$ cat src/sv/i2cm_pkg.sv
// shared types and constants of the i2c master byte engine
package i2cm_pkg;

  // command codes; code seven means nothing and is dropped by the front end
  typedef enum logic [2:0] {
    CMD_START    = 3'd0,
    CMD_STOP     = 3'd1,
    CMD_WRITE    = 3'd2,
    CMD_READ_ACK = 3'd3,
    CMD_READ_NAK = 3'd4,
    CMD_SELECT   = 3'd5,
    CMD_MEM      = 3'd6
  } cmd_t;

  typedef enum logic [3:0] {
    PH_IDLE   = 4'd0,
    PH_ST_A   = 4'd1,
    PH_ST_B   = 4'd2,
    PH_ST_C   = 4'd3,
    PH_SP_A   = 4'd4,
    PH_SP_B   = 4'd5,
    PH_BIT_LO = 4'd6,
    PH_BIT_HI = 4'd7,
    PH_ACK_LO = 4'd8,
    PH_ACK_HI = 4'd9
  } phase_t;

  typedef enum logic [1:0] {
    OP_TICK = 2'd0,
    OP_CMD  = 2'd1,
    OP_DROP = 2'd2
  } op_kind_t;

  // configuration register indexes
  localparam logic [1:0] CFG_DEVICE_ADDRESS    = 2'd0;
  localparam logic [1:0] CFG_TEN_BIT_MODE      = 2'd1;
  localparam logic [1:0] CFG_LARGE_MEMORY      = 2'd2;
  localparam logic [1:0] CFG_HALF_PERIOD_TICKS = 2'd3;

  localparam logic [15:0] HALF_PERIOD_RESET = 16'd100;
  localparam logic [7:0]  TEN_BIT_PREFIX    = 8'hF0;

  typedef struct packed {
    logic        req_type;
    logic [2:0]  command;
    logic        select_read;
    logic [7:0]  write_data;
    logic [15:0] mem_address;
    logic        sda_level;
  } req_t;

  typedef struct packed {
    logic       scl_level;
    logic       sda_pull_low;
    logic       engine_busy;
    logic       command_done;
    logic       got_nak;
    logic [7:0] read_byte;
    logic       nak_error;
  } rsp_t;

  // classified beat handed from the front end to the engine
  typedef struct packed {
    op_kind_t    kind;
    cmd_t        command;
    logic        select_read;
    logic [7:0]  write_data;
    logic [15:0] mem_address;
    logic        sda_level;
  } op_t;

endpackage

$ cat src/sv/i2cm_fifo.sv
// small register queue with registered storage and occupancy count
module i2cm_fifo #(
  parameter int WIDTH = 8,
  parameter int DEPTH = 2
) (
  input  logic             clk,
  input  logic             rst,
  input  logic             push,
  input  logic [WIDTH-1:0] data_w,
  output logic             full,
  input  logic             pop,
  output logic [WIDTH-1:0] data_r,
  output logic             empty
);

  localparam int PW = $clog2(DEPTH);
  localparam int CW = $clog2(DEPTH + 1);

  logic [WIDTH-1:0] mem [DEPTH];
  logic [PW-1:0]    wr_ptr;
  logic [PW-1:0]    rd_ptr;
  logic [CW-1:0]    count;
  logic             do_push;
  logic             do_pop;

  function automatic logic [PW-1:0] ptr_inc(input logic [PW-1:0] p);
    return (p == PW'(DEPTH - 1)) ? '0 : p + 1'b1;
  endfunction

  assign do_push = push & ~full;
  assign do_pop  = pop & ~empty;
  assign full    = (count == CW'(DEPTH));
  assign empty   = (count == '0);
  assign data_r  = mem[rd_ptr];

  always_ff @(posedge clk) begin
    if (rst) begin
      wr_ptr <= '0;
      rd_ptr <= '0;
      count  <= '0;
    end else begin
      if (do_push) wr_ptr <= ptr_inc(wr_ptr);
      if (do_pop) rd_ptr <= ptr_inc(rd_ptr);
      count <= count + CW'(do_push) - CW'(do_pop);
    end
  end

  always_ff @(posedge clk) begin
    if (do_push) mem[wr_ptr] <= data_w;
  end

  a_not_full_and_empty: assert property (@(posedge clk) disable iff (rst)
    !(full && empty)) else $error("queue both full and empty");

  a_push_fills: assert property (@(posedge clk) disable iff (rst)
    (do_push && !do_pop) |=> !empty) else $error("queue empty after lone push");

  a_last_pop_drains: assert property (@(posedge clk) disable iff (rst)
    (do_pop && !do_push && count == CW'(1)) |=> empty)
    else $error("queue not empty after last pop");

endmodule

$ cat src/sv/i2cm_front.sv
// front end: classifies request beats and queues them for the engine
module i2cm_front (
  input  logic           clk,
  input  logic           rst,
  input  logic           push,
  output logic           full,
  input  i2cm_pkg::req_t request,
  input  logic           op_pop,
  output i2cm_pkg::op_t  op,
  output logic           op_empty
);
  import i2cm_pkg::*;

  op_t             op_in;
  logic [$bits(op_t)-1:0] op_bits;

  always_comb begin
    op_in.command     = CMD_START;
    op_in.select_read = request.select_read;
    op_in.write_data  = request.write_data;
    op_in.mem_address = request.mem_address;
    op_in.sda_level   = request.sda_level;
    if (!request.req_type) begin
      op_in.kind = OP_TICK;
    end else if (request.command <= CMD_MEM) begin
      op_in.kind    = OP_CMD;
      op_in.command = cmd_t'(request.command);
    end else begin
      op_in.kind = OP_DROP;
    end
  end

  i2cm_fifo #(
    .WIDTH($bits(op_t)),
    .DEPTH(2)
  ) u_op_queue (
    .clk   (clk),
    .rst   (rst),
    .push  (push),
    .data_w(op_in),
    .full  (full),
    .pop   (op_pop),
    .data_r(op_bits),
    .empty (op_empty)
  );

  assign op = op_t'(op_bits);

endmodule

$ cat src/sv/i2cm_engine.sv
// back end: bus phase sequencer, one queued beat per cycle while the result queue has room
module i2cm_engine #(
  parameter int DELAY_BITS = 16
) (
  input  logic                clk,
  input  logic                rst,
  input  logic                cfg_we,
  input  logic [1:0]          cfg_index,
  input  logic [15:0]         cfg_data,
  input  i2cm_pkg::op_t       op,
  input  logic                op_empty,
  output logic                op_pop,
  input  logic                res_full,
  output logic                res_push,
  output i2cm_pkg::rsp_t      res
);
  import i2cm_pkg::*;

  localparam int CW = (DELAY_BITS > 16) ? DELAY_BITS : 16;

  // configuration
  logic [9:0]            dev_addr;
  logic                  ten_bit;
  logic                  large_mem;
  logic [DELAY_BITS-1:0] half_period;

  // sequencer state
  phase_t                phase, phase_next;
  logic [3:0]            bit_count, bit_count_next;
  logic [7:0]            shift_byte, shift_byte_next;
  logic [DELAY_BITS-1:0] tick_count, tick_count_next;
  cmd_t                  active_cmd, active_cmd_next;
  logic                  byte_step, byte_step_next;
  logic [7:0]            held_byte, held_byte_next;
  logic                  error_flag, error_flag_next;
  logic                  scl, scl_next;
  logic                  sda_low, sda_low_next;
  logic                  nak_seen, nak_seen_next;
  logic [7:0]            last_read, last_read_next;

  logic                  step;
  logic                  done;
  logic                  load;
  logic [7:0]            load_byte;
  logic [DELAY_BITS:0]   tick_inc;
  logic [7:0]            shifted;
  logic [3:0]            bit_inc;

  function automatic logic [DELAY_BITS-1:0] sat_half(input logic [15:0] v);
    logic [CW-1:0] w;
    logic [CW-1:0] lim;
    w   = CW'(v);
    lim = CW'({DELAY_BITS{1'b1}});
    if (w == '0) w = CW'(1);
    if (w > lim) w = lim;
    return w[DELAY_BITS-1:0];
  endfunction

  function automatic logic is_read(input cmd_t c);
    return (c == CMD_READ_ACK) || (c == CMD_READ_NAK);
  endfunction

  always_ff @(posedge clk) begin
    if (rst) begin
      dev_addr    <= '0;
      ten_bit     <= 1'b0;
      large_mem   <= 1'b0;
      half_period <= sat_half(HALF_PERIOD_RESET);
    end else if (cfg_we) begin
      unique case (cfg_index)
        CFG_DEVICE_ADDRESS:    dev_addr <= cfg_data[9:0];
        CFG_TEN_BIT_MODE:      ten_bit <= cfg_data[0];
        CFG_LARGE_MEMORY:      large_mem <= cfg_data[0];
        CFG_HALF_PERIOD_TICKS: half_period <= sat_half(cfg_data);
        default: ;
      endcase
    end
  end

  always_ff @(posedge clk) begin
    if (rst) begin
      phase      <= PH_IDLE;
      bit_count  <= '0;
      shift_byte <= '0;
      tick_count <= '0;
      active_cmd <= CMD_START;
      byte_step  <= 1'b0;
      held_byte  <= '0;
      error_flag <= 1'b0;
      scl        <= 1'b1;
      sda_low    <= 1'b0;
      nak_seen   <= 1'b0;
      last_read  <= '0;
    end else if (step) begin
      phase      <= phase_next;
      bit_count  <= bit_count_next;
      shift_byte <= shift_byte_next;
      tick_count <= tick_count_next;
      active_cmd <= active_cmd_next;
      byte_step  <= byte_step_next;
      held_byte  <= held_byte_next;
      error_flag <= error_flag_next;
      scl        <= scl_next;
      sda_low    <= sda_low_next;
      nak_seen   <= nak_seen_next;
      last_read  <= last_read_next;
    end
  end

  assign step     = ~op_empty & ~res_full;
  assign op_pop   = step;
  assign res_push = step;
  assign tick_inc = {1'b0, tick_count} + 1'b1;
  assign shifted  = {shift_byte[6:0], 1'b0};
  assign bit_inc  = bit_count + 1'b1;

  always_comb begin
    phase_next      = phase;
    bit_count_next  = bit_count;
    shift_byte_next = shift_byte;
    tick_count_next = tick_count;
    active_cmd_next = active_cmd;
    byte_step_next  = byte_step;
    held_byte_next  = held_byte;
    error_flag_next = error_flag;
    scl_next        = scl;
    sda_low_next    = sda_low;
    nak_seen_next   = nak_seen;
    last_read_next  = last_read;
    done            = 1'b0;
    load            = 1'b0;
    load_byte       = '0;

    if (op.kind == OP_CMD && phase == PH_IDLE) begin
      // command accepted: latch operands and enter the first phase
      active_cmd_next = op.command;
      tick_count_next = '0;
      byte_step_next  = 1'b0;
      held_byte_next  = '0;
      unique case (op.command)
        CMD_START: begin
          error_flag_next = 1'b0;
          phase_next      = PH_ST_A;
          scl_next        = 1'b1;
          sda_low_next    = 1'b0;
        end
        CMD_STOP: begin
          phase_next   = PH_SP_A;
          scl_next     = 1'b0;
          sda_low_next = 1'b1;
        end
        CMD_WRITE: begin
          load      = 1'b1;
          load_byte = op.write_data;
        end
        CMD_READ_ACK, CMD_READ_NAK: begin
          load = 1'b1;
        end
        CMD_SELECT: begin
          load = 1'b1;
          if (ten_bit) begin
            held_byte_next = dev_addr[7:0];
            byte_step_next = 1'b1;
            load_byte      = TEN_BIT_PREFIX | {5'b0, dev_addr[9:8], op.select_read};
          end else begin
            load_byte = {dev_addr[6:0], op.select_read};
          end
        end
        CMD_MEM: begin
          load = 1'b1;
          if (large_mem) begin
            held_byte_next = op.mem_address[7:0];
            byte_step_next = 1'b1;
            load_byte      = op.mem_address[15:8];
          end else begin
            load_byte = op.mem_address[7:0];
          end
        end
        default: ;
      endcase
    end else if (op.kind == OP_TICK && phase != PH_IDLE) begin
      if (tick_inc >= {1'b0, half_period}) begin
        // phase over
        tick_count_next = '0;
        unique case (phase)
          PH_ST_A: begin
            phase_next   = PH_ST_B;
            sda_low_next = 1'b1;
          end
          PH_ST_B: begin
            phase_next = PH_ST_C;
            scl_next   = 1'b0;
          end
          PH_ST_C: done = 1'b1;
          PH_SP_A: begin
            phase_next = PH_SP_B;
            scl_next   = 1'b1;
          end
          PH_SP_B: begin
            sda_low_next = 1'b0;
            done         = 1'b1;
          end
          PH_BIT_LO: begin
            if (is_read(active_cmd)) shift_byte_next = {shift_byte[6:0], op.sda_level};
            phase_next = PH_BIT_HI;
            scl_next   = 1'b1;
          end
          PH_BIT_HI: begin
            if (!is_read(active_cmd)) shift_byte_next = shifted;
            bit_count_next = bit_inc;
            scl_next       = 1'b0;
            if (bit_inc >= 4'd8) begin
              phase_next   = PH_ACK_LO;
              sda_low_next = (active_cmd == CMD_READ_ACK);
            end else begin
              phase_next   = PH_BIT_LO;
              sda_low_next = is_read(active_cmd) ? 1'b0 : ~shifted[7];
            end
          end
          PH_ACK_LO: begin
            scl_next = 1'b1;
            if (is_read(active_cmd)) begin
              phase_next = PH_ACK_HI;
            end else begin
              nak_seen_next = op.sda_level;
              if (op.sda_level) begin
                error_flag_next = 1'b1;
                done            = 1'b1;
              end else if (byte_step) begin
                byte_step_next = 1'b0;
                load           = 1'b1;
                load_byte      = held_byte;
              end else begin
                done = 1'b1;
              end
            end
          end
          PH_ACK_HI: begin
            last_read_next = shift_byte;
            done           = 1'b1;
          end
          default: done = 1'b1;
        endcase
      end else begin
        tick_count_next = tick_inc[DELAY_BITS-1:0];
      end
    end

    // start of a byte: first data bit with scl low
    if (load) begin
      shift_byte_next = load_byte;
      bit_count_next  = '0;
      phase_next      = PH_BIT_LO;
      scl_next        = 1'b0;
      sda_low_next    = is_read(active_cmd_next) ? 1'b0 : ~load_byte[7];
    end
    if (done) phase_next = PH_IDLE;
  end

  always_comb begin
    res.scl_level    = scl_next;
    res.sda_pull_low = sda_low_next;
    res.engine_busy  = (phase_next != PH_IDLE);
    res.command_done = done;
    res.got_nak      = nak_seen_next;
    res.read_byte    = last_read_next;
    res.nak_error    = error_flag_next;
  end

  a_bit_count_range: assert property (@(posedge clk) disable iff (rst)
    (phase == PH_BIT_LO || phase == PH_BIT_HI) |-> bit_count < 4'd8)
    else $error("bit counter past byte end in a data phase");

  a_error_from_ack: assert property (@(posedge clk) disable iff (rst)
    $rose(error_flag) |-> $past(phase) == PH_ACK_LO)
    else $error("error flag set outside ack phase");

  a_done_goes_idle: assert property (@(posedge clk) disable iff (rst)
    (step && done) |=> phase == PH_IDLE)
    else $error("finished command left engine busy");

endmodule

$ cat src/sv/i2c_master_byte_engine.sv
// top level of the i2c master byte engine: front end, engine and result queue
//
// bit-banged i2c master. each request beat is either a bus tick or a command
// (start, stop, write byte, read byte with ack or nak, device select in 7-bit
// or 10-bit form, memory address of one or two bytes); commands are taken only
// while the engine is idle and are otherwise ignored. every request beat gives
// exactly one result beat with the pin levels and status as they stand after
// it. each scl/sda phase lasts half_period_ticks ticks (zero counts as one,
// values above 2**DELAY_BITS-1 saturate). throughput is one beat per clock:
// the engine updates its counters and phase as each beat is taken, so a tick or a
// command can be pushed every cycle as long as results are popped. a result
// passes through the request queue and then the result queue, and can be
// popped once it shows on the result ports. when results are not popped the
// result queue fills, the engine holds, and the request queue fills behind it
// and raises full. configuration is written through cfg_we/cfg_index/cfg_data
// and must only change while both queues are drained.
module i2c_master_byte_engine #(
  parameter int DELAY_BITS = 16
) (
  input  logic           clk,
  input  logic           rst,
  // request side
  input  logic           push,
  output logic           full,
  input  i2cm_pkg::req_t request,
  // result side
  output logic           empty,
  input  logic           pop,
  output i2cm_pkg::rsp_t result,
  // configuration writes
  input  logic           cfg_we,
  input  logic [1:0]     cfg_index,
  input  logic [15:0]    cfg_data
);
  import i2cm_pkg::*;

  op_t  op;
  logic op_empty;
  logic op_pop;
  rsp_t res;
  logic res_push;
  logic res_full;
  logic [$bits(rsp_t)-1:0] res_bits;

  // classification and request queue
  i2cm_front u_front (
    .clk     (clk),
    .rst     (rst),
    .push    (push),
    .full    (full),
    .request (request),
    .op_pop  (op_pop),
    .op      (op),
    .op_empty(op_empty)
  );

  // phase sequencer, steps once per queued beat when the result queue has room
  i2cm_engine #(
    .DELAY_BITS(DELAY_BITS)
  ) u_engine (
    .clk      (clk),
    .rst      (rst),
    .cfg_we   (cfg_we),
    .cfg_index(cfg_index),
    .cfg_data (cfg_data),
    .op       (op),
    .op_empty (op_empty),
    .op_pop   (op_pop),
    .res_full (res_full),
    .res_push (res_push),
    .res      (res)
  );

  // result queue decouples the engine from the consumer
  i2cm_fifo #(
    .WIDTH($bits(rsp_t)),
    .DEPTH(2)
  ) u_result_queue (
    .clk   (clk),
    .rst   (rst),
    .push  (res_push),
    .data_w(res),
    .full  (res_full),
    .pop   (pop),
    .data_r(res_bits),
    .empty (empty)
  );

  assign result = rsp_t'(res_bits);

endmodule
$ cat config.mk
export PLATFORM = sky130hd
export DESIGN_NAME = i2c_master_byte_engine
export DESIGN_NICKNAME = d
export VERILOG_FILES = /design/src/sv/i2cm_pkg.sv /design/src/sv/i2cm_fifo.sv /design/src/sv/i2cm_front.sv /design/src/sv/i2cm_engine.sv /design/src/sv/i2c_master_byte_engine.sv
export SDC_FILE = /design/constraint.sdc
export NUM_CORES = 1
export LEC_CHECK = 0
export BUFFER_PORTS_ARGS = -buffer_cell sky130_fd_sc_hd__buf_2
export CORE_ASPECT_RATIO = 1.4
export CORE_MARGIN = 2
export CORE_UTILIZATION = 37
export CTS_CLUSTER_DIAMETER = 40
export DETAILED_ROUTE_END_ITERATION = 6
export GPL_TIMING_DRIVEN = 0
export PLACE_DENSITY_LB_ADDON = 0.3
export SETUP_SLACK_MARGIN = 0.3
export SYNTH_ARGS = -nofsm -noshare
export SYNTH_HDL_FRONTEND = slang
export SYNTH_SLANG_ARGS = --single-unit
$ cat constraint.sdc
create_clock -name clk -period 5.1 [get_ports clk]
set_input_delay 0.51 -clock clk [delete_from_list [all_inputs] [get_ports clk]]
set_output_delay 0.51 -clock clk [all_outputs]
set_load 0.005 [all_outputs]
* After elaboration in Yosys (flattened, before gate mapping)
Memory sizes are Yosys's and may differ from the RTL's. A register that Yosys moved wholly into a read port is not among the register bits.
Index checks and enable logic that the tools add are counted.
** Operators by class
- Reduce and logical (&&, ||, !) cells :: 33
- Bitwise gates (word level) :: 11
- Muxes and demuxes :: 114
- $add $sub $neg :: 10
- Equality and inequality tests :: 29
- Order comparisons :: 4
** Operators by type and width (number)
- two-way mux 8 bit :: 21
- two-way mux 16 bit :: 8
- two-way mux 1 bit :: 57
- two-way mux 4 bit :: 12
- one-hot mux 8 bit (2 select lines) :: 2
- one-hot mux 4 bit (6 select lines) :: 1
- one-hot mux 8 bit (3 select lines) :: 1
- adder 16 x 1 -> 17 bit (second input constant) :: 1
- >= comparator 17 x 16 -> 1 bit :: 1
- equality test 4 x 3 -> 1 bit (second input constant) :: 4
- greater-than comparator 16 bit (second input constant) :: 1
- zero test 16 bit :: 1
- equality test 3 bit (second input constant) :: 5
- equality test 3 x 2 -> 1 bit (second input constant) :: 4
- AND reduction 2 bit :: 6
- nonzero test 2 bit :: 6
- one-hot mux 1 bit (2 select lines) :: 5
- OR reduction 5 bit :: 2
- two-way mux 3 bit :: 3
- equality test 2 bit (second input constant) :: 4
- equality test 4 bit (second input constant) :: 2
- zero test 2 bit :: 4
- one-hot mux 4 bit (2 select lines) :: 1
- nonzero test 4 bit :: 2
- 28 further kinds :: 47
** Storage, ports and cells
- Logic and storage cells :: 225
- Output and inout bits :: 16
- Flip-flop bits (word level) :: 92
- Memories :: 2
- Bits of input ports :: 53
- Memory bits (writable) :: 90
** Memory list
- u_front.u_op_queue.mem :: depth 2, bits a word 31, read ports 1, clocked after memory_dff 1, write ports 1, line i2cm_fifo.sv:19 : logic [WIDTH-1:0] mem [DEPTH];
- u_result_queue.mem :: depth 2, bits a word 14, read ports 1, clocked after memory_dff 1, write ports 1, line i2cm_fifo.sv:19

* Longest topological paths before layout
- Depth after elaboration :: 10
- Gate-level depth with buffers :: 16

* By module
A second synthesis with hierarchy kept.
** Second synthesis, totals
- Cells, all modules :: 851
- Area total of the unflattened synthesis :: 8849.7 um^2
** Modules (own cells, without submodules)
- i2cm_engine :: area an instance 5107.4 um^2, cells an instance 648, instances 1
- i2cm_fifo (u_front.u_op_queue) :: area an instance 2459.9 um^2, cells an instance 123, instances 1
- i2cm_fifo (u_result_queue) :: area an instance 1238.7 um^2, cells an instance 70, instances 1
- i2cm_front :: area an instance 43.8 um^2, cells an instance 10, instances 1

* Worst setup path after synthesis
No wires, ideal clock.
- Path type :: reg-to-reg
- From :: reg u_engine.tick_count[2]
- To :: mem u_result_queue.mem[0][11] (netlist bit), data pin
- Setup slack :: 1.392 ns
- Arrival time :: 3.427 ns
- Cell stages (with the launch flop) :: 16
- Path buffers :: 2
- Cells stage by stage :: dfxtp_1 -> nand3_1 -> nor4_1 -> nand3_1 -> and2_1 -> or2_2 -> ha_1 -> nand4_1 -> nor2_1 -> a41oi_1 -> nand4_2 -> buf_2 -> buf_2 -> a31oi_1 -> a21boi_0 -> o22ai_1
** RTL lines
- start: declaration :: line i2cm_engine.sv:31 : logic [DELAY_BITS-1:0] tick_count, tick_count_next;
- start signal: assignment :: line i2cm_engine.sv:98 : tick_count <= tick_count_next;
- end: declaration :: line i2cm_fifo.sv:19

==> reports/qor.txt <==
min Tclk post-route: 4.321 ns
CTS tree: built
HP Class: input pin to flop
leakage power: 3.705 nW
layout cell share with drive strength beyond 1: 0.1735
critical path arrival: 4.46 ns
final wirelength: 21970 um
Synth area leaders: edfxtp_1, dfxtp_1, mux2i_1, mux2_2, nand2_1
maximum capacitance violations: 0
Max Fclk: 231.4 MHz
Synth cell types: 68
Post-DP HPWL: 16290 um
clock-pin transition on the worst setup and hold timing paths: 0.08 ns
all-layer global routing usage: 0.1770
required time of the critical path: 5.24 ns
Final Instance Area: 0.01022 mm^2
vias in the first global route: 6497
Initial DRC Count: 480
clock buffer depth: 2
Pint: 3.198 mW
WL/cell: 17.42 um
first-pass GRT wire length: 34320 um
Total Nets Final: 1013
Reg2Reg Depth: 15
dpl cell area: 0.009592 mm^2
dominant cell type by area after synthesis: edfxtp_1
Max Fanout on Critical Path: 10
CTS Sinks: 184
n_diodes: 0
remaining global-route overflow: 0
syn_nets: 926
Slew Limit Headroom: 0.2063
VDD IR-drop max: 0.0003161 V
ANT nets after route: 0
fraction of registers with async set/reset: 0
top-area cell type share of the netlist area: 0.3052
syn_area_per_cell: 10.41 um^2
Clk pwr share: 0.291
row cnt: 67
IO buf count: 68
Switch Pwr: 1.528 mW
Final Hold Vio Count: 0
EDFF count, synth: 90
Core Region: 0.02372 mm^2
synth warn: 0
status: completed
sequential share of power: 0.409
synth cell count leaders: dfxtp_1, edfxtp_1, nand2_1
CTS root buf: clkbuf_16
Slew Viols, Final: 0
register area share after synthesis: 0.5177
Cell Pwr Density: 462.3 mW/mm^2
I/O pins: 69
flop2flop setup slack: 0.78 ns
Clk Latency, worst-skew pair: 0.44 ns
mapped cell area: 0.008855 mm^2
cells after synthesis: 851
setup_tns: 0 ns
Initial Util: 0.3732
Worst Skew: 0.01593 ns
Hold Path Depth: 1
Comb power frac: 0.300
Worst setup EP type: flop
hold slack: 0.2542 ns
clock buffer count from CTS: 17
GPL Wtd Cong: 0.9078
Final Cycle Share: 0.8472
RSZ-0062 raised after global routing: no
via count: 6718
cts hold-fix bufs: 0
DR vias/cell: 5.328
switching share of power: 0.3233
top-count cell post-synth: dfxtp_1
slew of the pin with the lowest slew margin: 1.186 ns
prevailing post-synth register cell: dfxtp_1
Final setup viols: 0
Die Span Y: 187.0 um
Worst setup SP type: flop
Die Wd: 134.7 um
initial antenna violation count: 0
DRT Pass-1 Iters: 5
drt drc: 0
H-tree Lvls: 4
fill count: 2249
largest net degree at the start of global routing: 32
synth-to-layout area growth: 15.46%
Die ar.: 0.02520 mm^2
Worst Path Class, Setup: flop to flop
Seq cells post-synth: 184
worst max-delay path, cell delays in order (launching register included):
cell and delay, ns:
dfxtp_1 0.45, nand3_1 0.25, nor4_4 0.38, nand3_1 0.19, and2_1 0.20, or2_2 0.30, ha_1 0.29, nand4_1 0.13
nor3_1 0.07, a21oi_1 0.32, nand4_2 0.32, buf_2 0.31, buf_2 0.23, a31oi_1 0.20, a21boi_0 0.25, o22ai_1 0.13
cell families (layout without fill, tap and decap cells):
kind of cell	after synthesis	in the layout	synth area share
flops	184	184	0.5177
simple gates	276	276	0.1471
xor+xnor	23	23	0.02275
compound gates	178	178	0.1413
mux	84	84	0.1002
buf+inv	84	184	0.03985
fa+ha+maj	22	22	0.03109
routing by layer:
| layer | part of all wire | global-route usage |
|---|---|---|
| met5 | 0 | 0 |
| met4 | 0.044 | 0.09312 |
| met3 | 0.039 | 0.03279 |
| met2 | 0.51 | 0.3038 |
| met1 | 0.41 | 0.2080 |
per-stage QoR:
stage / setup WS [ns] / power, mW / std cells / util
after floorplan: 1.392 / 2.935 / 851 / -
after global placement: 0.5530 / 3.362 / 1229 / 0.4039
after detailed placement: 0.4882 / 3.383 / 1229 / 0.4043
after CTS: 0.4658 / 4.756 / 1261 / 0.4303
after global routing: 0.3675 / 4.974 / 1261 / 0.4309
final: 0.7790 / 4.726 / 1261 / 0.4309
worst paths after layout:
check | startpoint | endpoint
max reg2reg | u_engine.tick_count[2] | u_result_queue.mem[0][11]
max | u_engine.tick_count[2] | u_result_queue.mem[0][11]
min reg2reg | u_engine.half_period[15] | u_engine.half_period[15]
min | request[19] | u_front.u_op_queue.mem[0][19]
cell type report:
cell class,instances,area (um^2),area share
Buffer,47,214.0,0.02093
Clock buffer,22,485.5,0.04748
Sequential cell,184,4584,0.4484
Inverter,37,138.9,0.01358
Tap cell,310,387.9,0.03794
Multi-Input combinational cell,583,3941,0.3855
Clock inverter,10,131.4,0.01285
Timing Repair Buffer,68,340.3,0.03329
cell usage in the layout, fill, tap and decap left out, types with 5 or more instances in the layout:
cell type,netlist,routed
nor2_1,80,79
buf_2,9,77
a22oi_1,16,16
xnor2_1,14,14
edfxtp_1,90,90
clkbuf_1,29,31
o32ai_1,10,10
inv_1,37,37
and2_1,6,6
ha_1,22,22
nor3_1,19,19
a31oi_1,5,5
nand2_1,81,81
dfxtp_1,94,94
nor4_1,9,8
xor2_1,9,9
o21ai_0,32,32
mux2i_1,56,56
clkbuf_16,0,18
a221oi_1,5,5
a21oi_1,41,41
nand4_1,11,11
mux2_2,27,27
and3_1,12,11
a211oi_1,9,9
nor2b_1,7,7
o21ba_2,9,9
nand3_1,27,27
power by group through the flow:
stage / Combinational (mW) / Clock (mW) / Sequential (mW)
3_5_place_dp: 1.42 / 0 / 1.97
6_report: 1.42 / 1.37 / 1.93
2_1_floorplan: 0.993 / 0 / 1.94
5_1_grt: 1.56 / 1.46 / 1.96
4_1_cts: 1.42 / 1.40 / 1.93
3_3_place_gp: 1.40 / 0 / 1.96
registers in the layout (all words and copies together), names as in the netlist, 3 cells and up, named ones only:
name                    cells
u_engine.dev_addr          10
u_engine.phase              4
u_engine.bit_count          4
u_engine.active_cmd         3
u_engine.shift_byte         8
u_engine.tick_count        16
u_result_queue.mem         28
u_engine.held_byte          8
u_engine.half_period       16
u_front.u_op_queue.mem     62
u_engine.last_read          8
what timing repair did:
item	4_1_cts	5_1_grt
setup buffers	0	0
resized for setup	0	2
setup endpoints to repair	0	17
(Power assumes the default switching activity.)
